===== src/rtl/grs_ram.sv =====
// Generic single-write, single-read RAM with registered read data.
`default_nettype none
module grs_ram #(
    parameter int WIDTH = 8,
    parameter int DEPTH = 16,
    localparam int AW = (DEPTH > 1) ? $clog2(DEPTH) : 1
) (
    input  logic             clk,
    input  logic             we,
    input  logic [AW-1:0]    waddr,
    input  logic [WIDTH-1:0] wdata,
    input  logic [AW-1:0]    raddr,
    output logic [WIDTH-1:0] rdata
);

    logic [WIDTH-1:0] mem_reg [DEPTH];
    logic [WIDTH-1:0] rdata_reg;

    // Write port and registered read port.
    always_ff @(posedge clk)
    begin
        if (we)
        begin
            mem_reg[waddr] <= wdata;
        end
        rdata_reg <= mem_reg[raddr];
    end

    assign rdata = rdata_reg;

endmodule
`default_nettype wire


===== config.mk =====
export PLATFORM = sky130hd
export DESIGN_NAME = grs_ram
export DESIGN_NICKNAME = d
export VERILOG_FILES = /design/src/rtl/grs_ram.sv
export SDC_FILE = /design/constraint.sdc
export NUM_CORES = 1
export LEC_CHECK = 0
export BUFFER_PORTS_ARGS = -buffer_cell sky130_fd_sc_hd__buf_2
export CAP_MARGIN = 15
export CORE_MARGIN = 2
export CORE_UTILIZATION = 50
export DETAILED_ROUTE_END_ITERATION = 10
export GPL_ROUTABILITY_DRIVEN = 0
export HOLD_SLACK_MARGIN = 0.02
export PLACE_DENSITY_LB_ADDON = 0.1
export SETUP_SLACK_MARGIN = 0.2
export SKIP_LAST_GASP = 1
export SYNTH_ARGS = -nofsm -noshare
export SYNTH_HDL_FRONTEND = slang
export SYNTH_SLANG_ARGS = --single-unit

===== constraint.sdc =====
create_clock -name clk -period 2.3 [get_ports clk]
set_input_delay 0.23 -clock clk [delete_from_list [all_inputs] [get_ports clk]]
set_output_delay 0.23 -clock clk [all_outputs]
set_load 0.005 [all_outputs]

-- After elaboration in Yosys (flattened, before gate mapping)
Memories as Yosys holds them, arrays and structs flattened. A register that Yosys moved wholly into a read port is not among the register bits.
Cells that the tools add are included.
- mux-type cells: 2
- operator list (cell ; number):
    1-bit two-way mux ; 2
- bits in registers: 0
- bits in writable memories: 128
- output and inout bits: 8
- word-level logic and storage cells: 3
- memories kept: 1
- memory list (name ; depth ; width ; rd ports ; clocked after Yosys merged registers in ; write ports ; line ; RTL):
    mem_reg ; 16 ; 8 ; 1 ; 1 ; 1 ; 16 ; logic [WIDTH-1:0] mem_reg [DEPTH];

-- Depth between registers and ports, before layout
- depth after elaboration: 2
- mapped depth: 5
- gate-level depth less buffers: 3

-- Worst setup path after synthesis
Ideal clock, no wire load.
- kind: input -> register
- start point: in waddr[2]
- end point: mem mem_reg[0][0] (enable)
- arrival: 1340 ps
- data required time: 1917 ps
- setup slack: 577 ps
- stages: 2
- path through: or3b_2 -> nor3_1
- RTL lines (item ; line ; RTL):
    start, declared ; 10 ; input logic [AW-1:0] waddr,
    end, declared ; 16 ;
No word-level cell before the write port.

==> results.yml <==
place:
  place_hpwl_mm: 6.080
  dpl.cell_count: 400
  place.port_buffers: 25
critical_path:
  critical_path_class: "reg2reg"
  crit_path_end_kind: "flop"
  r2r_start: "mem_reg[1][0]"
  cp_top_family: "multiplexers"
  arrival_ps: 1780
  cp-start-kind: "flop"
  path_buf_inv: 0
  r2r-end: "rdata[0]"
  ff2ff_setup_slack_ps: 920
  cp_cell_sequence: "mux4_1, a22oi_1, nand2_1"
  worst_ep_required_time_ps: 2690
  path_max_fanout: 1
  reg2reg_depth: 3
  slowest_delay_ps: 520
  crit_slowest_cell: "mux4_1"
final_layout:
  syn_to_final_growth_pct: 18.33
  final_core_util: 0.6008
  multi_input_area_mm2: 0.001057
  largest_reg_flops: 128
  final_common_cell: "edfxtp_1"
  most-common-layout-cells: "edfxtp_1, buf_2, mux4_2, buf_4"
  nFillCells: 733
  diodes: 0
  seqCellArea_mm2: 0.004004
  drive_above_1_share: 0.3041
  nets: 301
  fin_cells: 432
logic_synthesis:
  netlist_area_mm2: 0.005147
  yosys_warnings: 0
  synth_cell_types: 19
  postSynthAreaPerCell_um2: 22.48
  syn_inst: 229
  ys_ff_latch: 136
  syn_nets: 247
  synth-seq-area-share: 0.7778
power:
  p_leak_nw: 2.086
  p_total_mw: 5.547
  ir_drop_mv: 0.5805
  power_density_mw_per_mm2: 910.7
route:
  wl_per_cell_um: 22.03
  dr.pass1.iters: 4
  drc_errors: 0
  wl_mm: 9.518
  via_per_inst: 5.525
  ant_nets: 0
  num_vias: 2387
  drtIter0Drc: 96
clock_tree:
  cts_sinks: 136
  clkTransAtPathRegs_ps: 60
  hold_buffers: 0
  htreeDepth: 4
  cts_buffers: 17
  root_buffer: "clkbuf_8"
  insertion_delay_ps: 520
  cts_setup_buffers: 0
  cts.path.max_buffers: 2
  cts_tree: "done"
  cts_resized: 0
hold_path:
  hold_end: "mem_reg[5][6]"
  whs_path_depth: 1
  hold_start: "wdata[6]"
  min_path_type: "in2reg"
sta:
  finalHoldViolCount: 0
  finalMaxSlewViolations: 0
  timing.final.crit_share: 0.6014
  fin_tns_setup_ps: 0
  relSlewSlack: 0.6019
  skew_ps: 8.603
  setup_viol: 0
  period_needed_ps: 1383
  hold_slack_ps: 102.1
  grt_setup_unrepaired: "no"
  tightest_slew_ps: 595.0
  fmax_ghz: 0.7229
floorplan:
  io_pins: 26
  rows: 37
  core_mm2: 0.01014
  die_w_um: 105.5
  start_util: 0.5077
  die_y_um: 105.5
  die_area_mm2: 0.01112
global_route:
  grt_first_pass_wirelength_mm: 14.72
  antenna_found_initial: 0
  grt_max_degree: 33
  grt_usage: 0.1903
  grt_pass1_vias: 2465
  grt_overflow: 0
run_status:
  status: "finished, final reports clean"
job:
  drv_cap: 0
area by class of cell:
cell class	count	share of cell area
flip-flops and latches	136	0.6574
clock inverters	3	0.006574
clock buffers	29	0.08525
multi-input cells	83	0.1736
repair buffers	45	0.04930
well taps	136	0.02794
cells in the mapped netlist, drive strengths merged:
master / instances / share of area
edfxtp: 128 / 0.75
mux4: 32 / 0.15
a22oi: 16 / 0.023
nor2: 13 / 0.0095
nand2: 9 / 0.0066
dfxtp: 8 / 0.031
buf: 7 / 0.011
nor3: 4 / 0.0039
clkdlybuf4s25: 3 / 0.0058
nand2b: 2 / 0.0024
nand3b: 2 / 0.0029
and2: 1 / 0.0012
and2b: 1 / 0.0015
nand3: 1 / 0.00097
nor2b: 1 / 0.0012
or3b: 1 / 0.0017
worst max path at each step:
stage / startpoint / endpoint / slack (ps) / depth (start not counted)
detailed placement: waddr[2] / mem_reg[3][1] / 580 / 4
floorplan: waddr[2] / mem_reg[0][0] / 580 / 2
finish: mem_reg[1][0] / rdata[0] / 920 / 3
global route: mem_reg[9][1] / rdata[1] / 840 / 3
CTS: mem_reg[1][0] / rdata[0] / 930 / 3
global placement: raddr[0] / rdata[0] / 570 / 5
worst reg2reg max path, delay by kind of cell (launching register included):
kind / cells / cell delay [ps]
AO/OA/AOI/OAI: 1 / 300
flip-flops: 1 / 350
multiplexers: 1 / 520
AND/OR/NAND/NOR: 1 / 100
per-layer routing:
layer	vias to the layer above	track usage	share of wire
met1	1222	0.2713	0.47
met3	10	0.05318	0.053
met5	-	0	0
met4	0	0.07429	0.016
met2	74	0.2820	0.46
li1	1081	-	-
power by group:
part | switching (mW) | leakage (nW) | internal [mW]
clock network | 0.902 | 0.277 | 1.60
logic | 0.143 | 0.586 | 0.111
registers | 0.0146 | 1.22 | 2.77
metrics by stage:
stage	worst slack (ps)	cell area [um2]
after detailed placement	575.5	5532
after CTS	932.9	6091
after global placement	566.4	5532
final	916.7	6091
after floorplan	577.1	5147
after global routing	842.4	6091
kinds of logic after synthesis:
| family | Yosys count | share of synthesized area |
|---|---|---|
| simple gates | 35 | 0.03184 |
| mux | 32 | 0.1502 |
| compound gates | 16 | 0.02334 |
| buf+inv | 10 | 0.01677 |
| flops | 136 | 0.7778 |
No activity file was read; power rests on OpenSTA's default activity.
