## src/rtl/grs_pkg.sv

```systemverilog
// Shared constants, codes and types of the reachability search block.
`default_nettype none
package grs_pkg;

    localparam int VERTICES = 64;
    localparam int EDGES    = 1024;

    localparam int OP_W   = 2;
    localparam int VTX_W  = 7;
    localparam int WGT_W  = 16;
    localparam int ST_W   = 3;

    localparam int VIDX_W  = (VERTICES > 1) ? $clog2(VERTICES) : 1;
    localparam int EA_W    = (EDGES > 1) ? $clog2(EDGES) : 1;
    localparam int ECNT_W  = $clog2(EDGES + 1);
    localparam int DEPTH_W = $clog2(VERTICES + 1);
    localparam int EDGE_W  = 2 * VTX_W + 1;

    // Request opcodes.
    localparam logic [OP_W-1:0] OP_LOAD  = 2'd0;
    localparam logic [OP_W-1:0] OP_QUERY = 2'd1;
    localparam logic [OP_W-1:0] OP_CLEAR = 2'd2;

    // Result status codes.
    localparam logic [ST_W-1:0] ST_OK    = 3'd0;
    localparam logic [ST_W-1:0] ST_BAD   = 3'd1;
    localparam logic [ST_W-1:0] ST_FULL  = 3'd2;
    localparam logic [ST_W-1:0] ST_REACH = 3'd3;
    localparam logic [ST_W-1:0] ST_NONE  = 3'd4;

    typedef struct packed {
        logic [ST_W-1:0]  status;
        logic [VTX_W-1:0] vertex;
        logic             last;
    } grs_result_t;

    typedef struct packed {
        logic [VTX_W-1:0] from_v;
        logic [VTX_W-1:0] to_v;
        logic             enabled;
    } grs_edge_t;

    // A vertex id is usable when it lies in 1..VERTICES.
    function automatic logic vertex_ok(input logic [VTX_W-1:0] v);
        return (v != '0) && (v <= VTX_W'(VERTICES));
    endfunction

endpackage
`default_nettype wire

```

## src/rtl/grs_out.sv

```systemverilog
// Output register stage that holds one result until the consumer takes it.
`default_nettype none
module grs_out (
    input  logic                     clk,
    input  logic                     rst_n,
    input  logic                     load,
    input  grs_pkg::grs_result_t     load_data,
    output logic                     free,
    output logic                     rsp_valid,
    input  logic                     rsp_ready,
    output logic [grs_pkg::ST_W-1:0] status,
    output logic [grs_pkg::VTX_W-1:0] vertex_out,
    output logic                     last
);
    import grs_pkg::*;

    logic        valid_reg;
    logic        valid_next;
    grs_result_t data_reg;

    // The stage can take a new result when empty or when its result leaves now.
    assign free = !valid_reg || rsp_ready;

    always_comb
    begin
        valid_next = valid_reg;
        if (load)
        begin
            valid_next = 1'b1;
        end
        else if (rsp_ready)
        begin
            valid_next = 1'b0;
        end
    end

    // Valid flag.
    always_ff @(posedge clk or negedge rst_n)
    begin
        if (!rst_n)
        begin
            valid_reg <= 1'b0;
        end
        else
        begin
            valid_reg <= valid_next;
        end
    end

    // Result payload.
    always_ff @(posedge clk)
    begin
        if (load)
        begin
            data_reg <= load_data;
        end
    end

    assign rsp_valid  = valid_reg;
    assign status     = data_reg.status;
    assign vertex_out = data_reg.vertex;
    assign last       = data_reg.last;

endmodule
`default_nettype wire

```

## config.mk

```make
export PLATFORM = sky130hd
export DESIGN_NAME = grs_out
export DESIGN_NICKNAME = d
export VERILOG_FILES = /design/src/rtl/grs_pkg.sv /design/src/rtl/grs_out.sv
export SDC_FILE = /design/constraint.sdc
export NUM_CORES = 1
export LEC_CHECK = 0
export ABC_CLOCK_PERIOD_IN_PS = 1250
export BUFFER_PORTS_ARGS = -buffer_cell sky130_fd_sc_hd__buf_4
export CORE_AREA = 2 2 39 41
export DETAILED_ROUTE_END_ITERATION = 10
export DIE_AREA = 0 0 41 43
export HOLD_SLACK_MARGIN = 0.02
export PLACE_DENSITY_LB_ADDON = 0.3
export SLEW_MARGIN = 20
export SYNTH_ARGS = -nofsm -noshare
export SYNTH_HDL_FRONTEND = slang
export SYNTH_SLANG_ARGS = --single-unit
```

## constraint.sdc

```tcl
create_clock -name clk -period 1.25 [get_ports clk]
set_input_delay 0.0625 -clock clk [delete_from_list [all_inputs] [get_ports clk]]
set_output_delay 0.0625 -clock clk [all_outputs]
set_load 0.02 [all_outputs]
```

## Word-level counts from Yosys, hierarchy flattened

Cells that the tools add are included.
Widths: inputs -> output; s select.

- Output and inout bits: 13
- Bits in registers: 12
- Logic and storage cells: 9
- Input bits: 15

- Mux-type cells: 2
- Reduce and logical (&&, ||, !) cells: 3

Operators with widths:

| operator | count |
|---|---|
| $mux 1 | 2 |
| $reduce_bool 2->1 | 1 |
| $logic_not 1->1 | 1 |
| $logic_or 1x1->1 | 1 |

## Longest topological paths before layout

- Word-level depth: 2
- Mapped depth: 2
- Gate-level depth less buffers: 2

## Worst setup path before layout

Ideal clock, no wire load.

- Kind: register -> register
- From: register, netlist name rsp_valid
- To: register valid_reg (netlist: rsp_valid)
- Data arrival time: 0.651 ns
- Period minus slack after synthesis: 0.772 ns
- Library setup time: 0.121 ns
- Required time: 1.129 ns
- Cell stages (with the launch flop): 3
- Path buffers: 0
- Path slack: 0.478 ns
- Path through: dfrtp_1 > nand2b_4 > nand2b_2

RTL lines:

| element | line | source |
|---|---|---|
| end signal, assigned | grs_out.sv:46 | `valid_reg <= valid_next;` |
| end, declared | grs_out.sv:17 | `logic valid_reg;` |

## Worst setup path in the final report

- From: register valid_reg (netlist: rsp_valid)
- To: output port free

- Cells in the longest elaborated chain, start to end: 2

RTL lines:

| element | line | source |
|---|---|---|
| $logic_not 1->1 | grs_out.sv:22 | `assign free = !valid_reg \|\| rsp_ready;` |
| $logic_or 1x1->1 | grs_out.sv:22 |  |
| end, declared | grs_out.sv:8 | `output logic free,` |

Every way passes these cells.

==> qor_table.md <==
| Stage | Item | Value |
| --- | --- | --- |
| status | Outcome | complete, no violations |
| floorplanning | I/O Pins | 28 |
| synth | Number of nets in the synthesized netlist | 29 |
| clocking | Worst-path clk slew | 0.07 ns |
| floorplanning | Die Area | 1763 um^2 |
| drt | DRC marker count from the first detailed-route iteration | 3 |
| clocking | CTS tree | done |
| drt | Final ANT Viol Nets | 0 |
| timing | Min Clock Period, post-route | 0.9485 ns |
| synth | Number of flip-flops and latches in the synthesized netlist | 12 |
| floorplanning | Die span in x | 41 um |
| pwr | Portion of total power attributed to combinational logic | 18.9% |
| placed design | IO buf count | 27 |
| clocking | Library cell used as clock root buffer | sky130_fd_sc_hd__clkbuf_4 |
| final layout | Fraction of layout cells with a size suffix above 1 | 56.14% |
| final layout | Most common library cell in the layout ignoring fill and taps | sky130_fd_sc_hd__buf_4 |
| synth | Adder and majority cell fraction of the synthesized area | 0% |
| clocking | Insertion delay of the later-clocked pin in the worst-skew pair | 0.26 ns |
| clocking | Setup repair bufs after CTS | 0 |
| synth | Fraction of the yosys area taken by sequential cells | 94.04% |
| final layout | Inserted Diodes | 0 |
| grt | Antenna violations before repair | 0 |
| placed design | Placer congestion estimate | 0.5436 |
| synth | Share of the synthesized netlist area taken by xor and xnor gates | 0% |
| hold path | Min-Delay Path Class | input port to register |
| synth | Share of the synthesized area in compound gates (AO/OA/AOI/OAI) | 0% |
| drt | Met1 routed wirelength after detailed routing | 255 um |
| pwr | Cell-internal power | 0.0006826 W |
| worst setup path | Worst setup path endpoint | free |
| timing | Final critical-path setup slack | 0.3015 ns |
| worst setup path | Critical path class | register to output port |
| floorplanning | Chip Height | 43 um |
| worst setup path | Worst r2r src | rsp_valid$_DFFE_PN0P_ |
| pwr | P_leak | 0.3247 nW |
| pwr | Switching portion of total power | 22.51% |
| clocking | CTS Sinks | 12 |
| worst setup path | Worst setup SP type | register |
| worst setup path | Launching element of the worst setup path | rsp_valid$_DFFE_PN0P_ |
| clocking | Buffer levels on the longest clock path | 2 |
| final layout | Fill cell instance count of the final layout | 123 |
| synth | Distinct cells, synth | 4 |
| timing | Pin slew with the least headroom to its limit | 0.1476 ns |
| floorplanning | Initial standard-cell utilization of the core | 27.31% |
| drt | Number of vias after detailed routing | 287 |
| timing | # setup viols final | 0 |
| timing | Max-slew headroom | 90.16% |
| drt | Routed WL per cell | 10.48 um |
| drt | Number of vias per cell | 3.932 |
| run | Max-cap violations | 0 |
| timing | Final Max Slew Viols | 0 |
| grt | Total Routing Usage GR | 10.66% |
| drt | Sum of met3 wire segment lengths after detailed routing | 69 um |
| final layout | Area of the multi-input gates | 22.52 um^2 |
| timing | Post-Route Hold Slack | 0.07002 ns |
| grt | Wire length of the first global-routing pass | 1193 um |
| clocking | Cts bufs inserted | 3 |
| worst setup path | Register-to-register path setup slack | 0.60 ns |
| synth | Cell area after synthesis | 377.9 um^2 |
| placed design | Area after DPL | 600.6 um^2 |
| clocking | Hold-fix buffers at CTS | 12 |
| pwr | Total power density per cell area | 1179 nW/um^2 |
| final layout | Net total in the final layout | 73 |
| synth | Average cell area after synthesis | 26.99 um^2 |
| worst setup path | Highest net fanout along the worst path | 2 |
| drt | Highest metal used | met3 |
| synth | Count of warnings emitted by yosys | 0 |
| worst setup path | Critical path required time | 1.19 ns |
| grt | Gr ovfl total | 0 |
| timing | Period Utilization, post-route | 75.88% |
| synth | Cell count after synthesis | 14 |
| timing | Final hold violations | 0 |
| floorplanning | Number of rows in the core area | 14 |
| worst setup path | CP endpoint kind | output port |
| synth | Multiplexer fraction of the synthesized cell area | 0% |
| timing | Total negative slack for setup checks | 0 ns |
| clocking | Max H-tree Level | 1 |
| floorplanning | Area of the core region | 1384 um^2 |
| worst setup path | Endpoint of the lowest-slack register-to-register path | rsp_valid$_DFFE_PN0P_ |
| drt | Number of remaining DRC errors | 0 |
| pwr | Sequential share of power | 54.8% |
| worst setup path | Arrival time at the worst endpoint | 0.89 ns |
| timing | Clock tree skew after final layout | 0 ns |
| final layout | Commonest cells after routing, fill and taps aside | sky130_fd_sc_hd__buf_4, sky130_fd_sc_hd__dlygate4sd3_1, sky130_fd_sc_hd__edfxtp_1 |
| timing | Unrepaired setup endpoints after global routing | no |
| pwr | Peak supply drop | 0.5455 mV |
| drt | Post-Route WL | 765 um |
| final layout | Sequential standard cell area | 355.3 um^2 |
| drt | Number of optimization iterations in the first detailed-route pass | 4 |
| timing | Maximum achievable frequency | 1.054 GHz |
| grt | Largest net degree at the start of global routing | 13 |
| synth | Largest family of logic cells by synthesized area | simple AND/OR/NAND/NOR gates |
| drt | Met2 wire length | 440 um |
| worst setup path | Worst-case reg-to-reg path depth | 2 |
| grt | Vias in the first global route | 297 |
| placed design | Setup WS pre-CTS | 0.5857 ns |
| final layout | Design Area, Final | 747.0 um^2 |
| final layout | Area growth from synthesis to layout | 97.68% |
| synth | Share of synthesized cell area in and, or, nand and nor gates | 5.960% |
| clocking | Quantity of gates resized following cts | 0 |
| pwr | Part of the total power dissipated in the clock network | 26.3% |
| pwr | Power spent charging and discharging nets | 0.0001983 W |
-- final cells by class --
class | count | share of cell area [%]
clock buffers | 3 | 3.015
repair buffers | 39 | 43.22
multi-input cells | 2 | 3.015
flip-flops and latches | 12 | 47.57
well taps | 16 | 2.680
clock inverters | 1 | 0.5025
-- state kept, by name (all words and copies together) (netlist names) --
name / cells
last: 1
vertex_out: 7
status: 3
rsp_valid: 1
-- synthesized netlist by cell type --
library cell | number | area (um^2)
sky130_fd_sc_hd__edfxtp_1 | 11 | 330.3
sky130_fd_sc_hd__dfrtp_1 | 1 | 25.02
sky130_fd_sc_hd__nand2b_2 | 1 | 8.760
sky130_fd_sc_hd__nand2b_4 | 1 | 13.76
-- logic make-up (layout without fill, tap and decap cells) --
logic type             count (synthesis)  after routing
AND/OR/NAND/NOR                        2              2
buffers and inverters                  0             43
flip-flops                            12             12
-- worst max-delay path, cell delays in order, from the launching register on --
cell	delay (ns)
sky130_fd_sc_hd__dfrtp_1	0.41
sky130_fd_sc_hd__nand2b_4	0.08
sky130_fd_sc_hd__buf_4	0.13
-- worst min path at each step --
stage / cells past startpoint / slack [ns] / from / end
3_5_place_dp: 1 / -0.16 / rst_n / rsp_valid$_DFFE_PN0P_
4_1_cts: 3 / 0.07 / rsp_ready / rsp_valid$_DFFE_PN0P_
2_1_floorplan: 0 / -0.23 / rst_n / rsp_valid$_DFFE_PN0P_
5_1_grt: 3 / 0.08 / rsp_ready / rsp_valid$_DFFE_PN0P_
3_3_place_gp: 1 / -0.16 / rst_n / rsp_valid$_DFFE_PN0P_
6_report: 3 / 0.07 / rsp_ready / rsp_valid$_DFFE_PN0P_
-- power groups by stage --
stage,clock network (W),logic (W),registers (W)
6_report,0.000232,0.000166,0.000483
5_1_grt,0.000261,0.000178,0.000486
4_1_cts,0.000239,0.000169,0.000484
3_5_place_dp,0,0.000138,0.000493
3_3_place_gp,0,0.000137,0.000490
2_1_floorplan,0,0.00000924,0.000533
-- layer usage --
layer | up-vias | global-route usage [%]
met3 | 0 | 3.141
met4 | 0 | 6.000
met2 | 14 | 17.50
met5 | - | 0
met1 | 132 | 11.34
li1 | 141 | -
-- through the flow --
step                util (%)  power [W]  instances
floorplan                  -  0.0005418         14
global placement       43.40  0.0006272         57
detailed placement     43.40  0.0006309         57
CTS                    53.98  0.0008914         73
global route           53.98  0.0009254         73
finish                 53.98  0.0008809         73
Power figures use the tool's default switching activity.
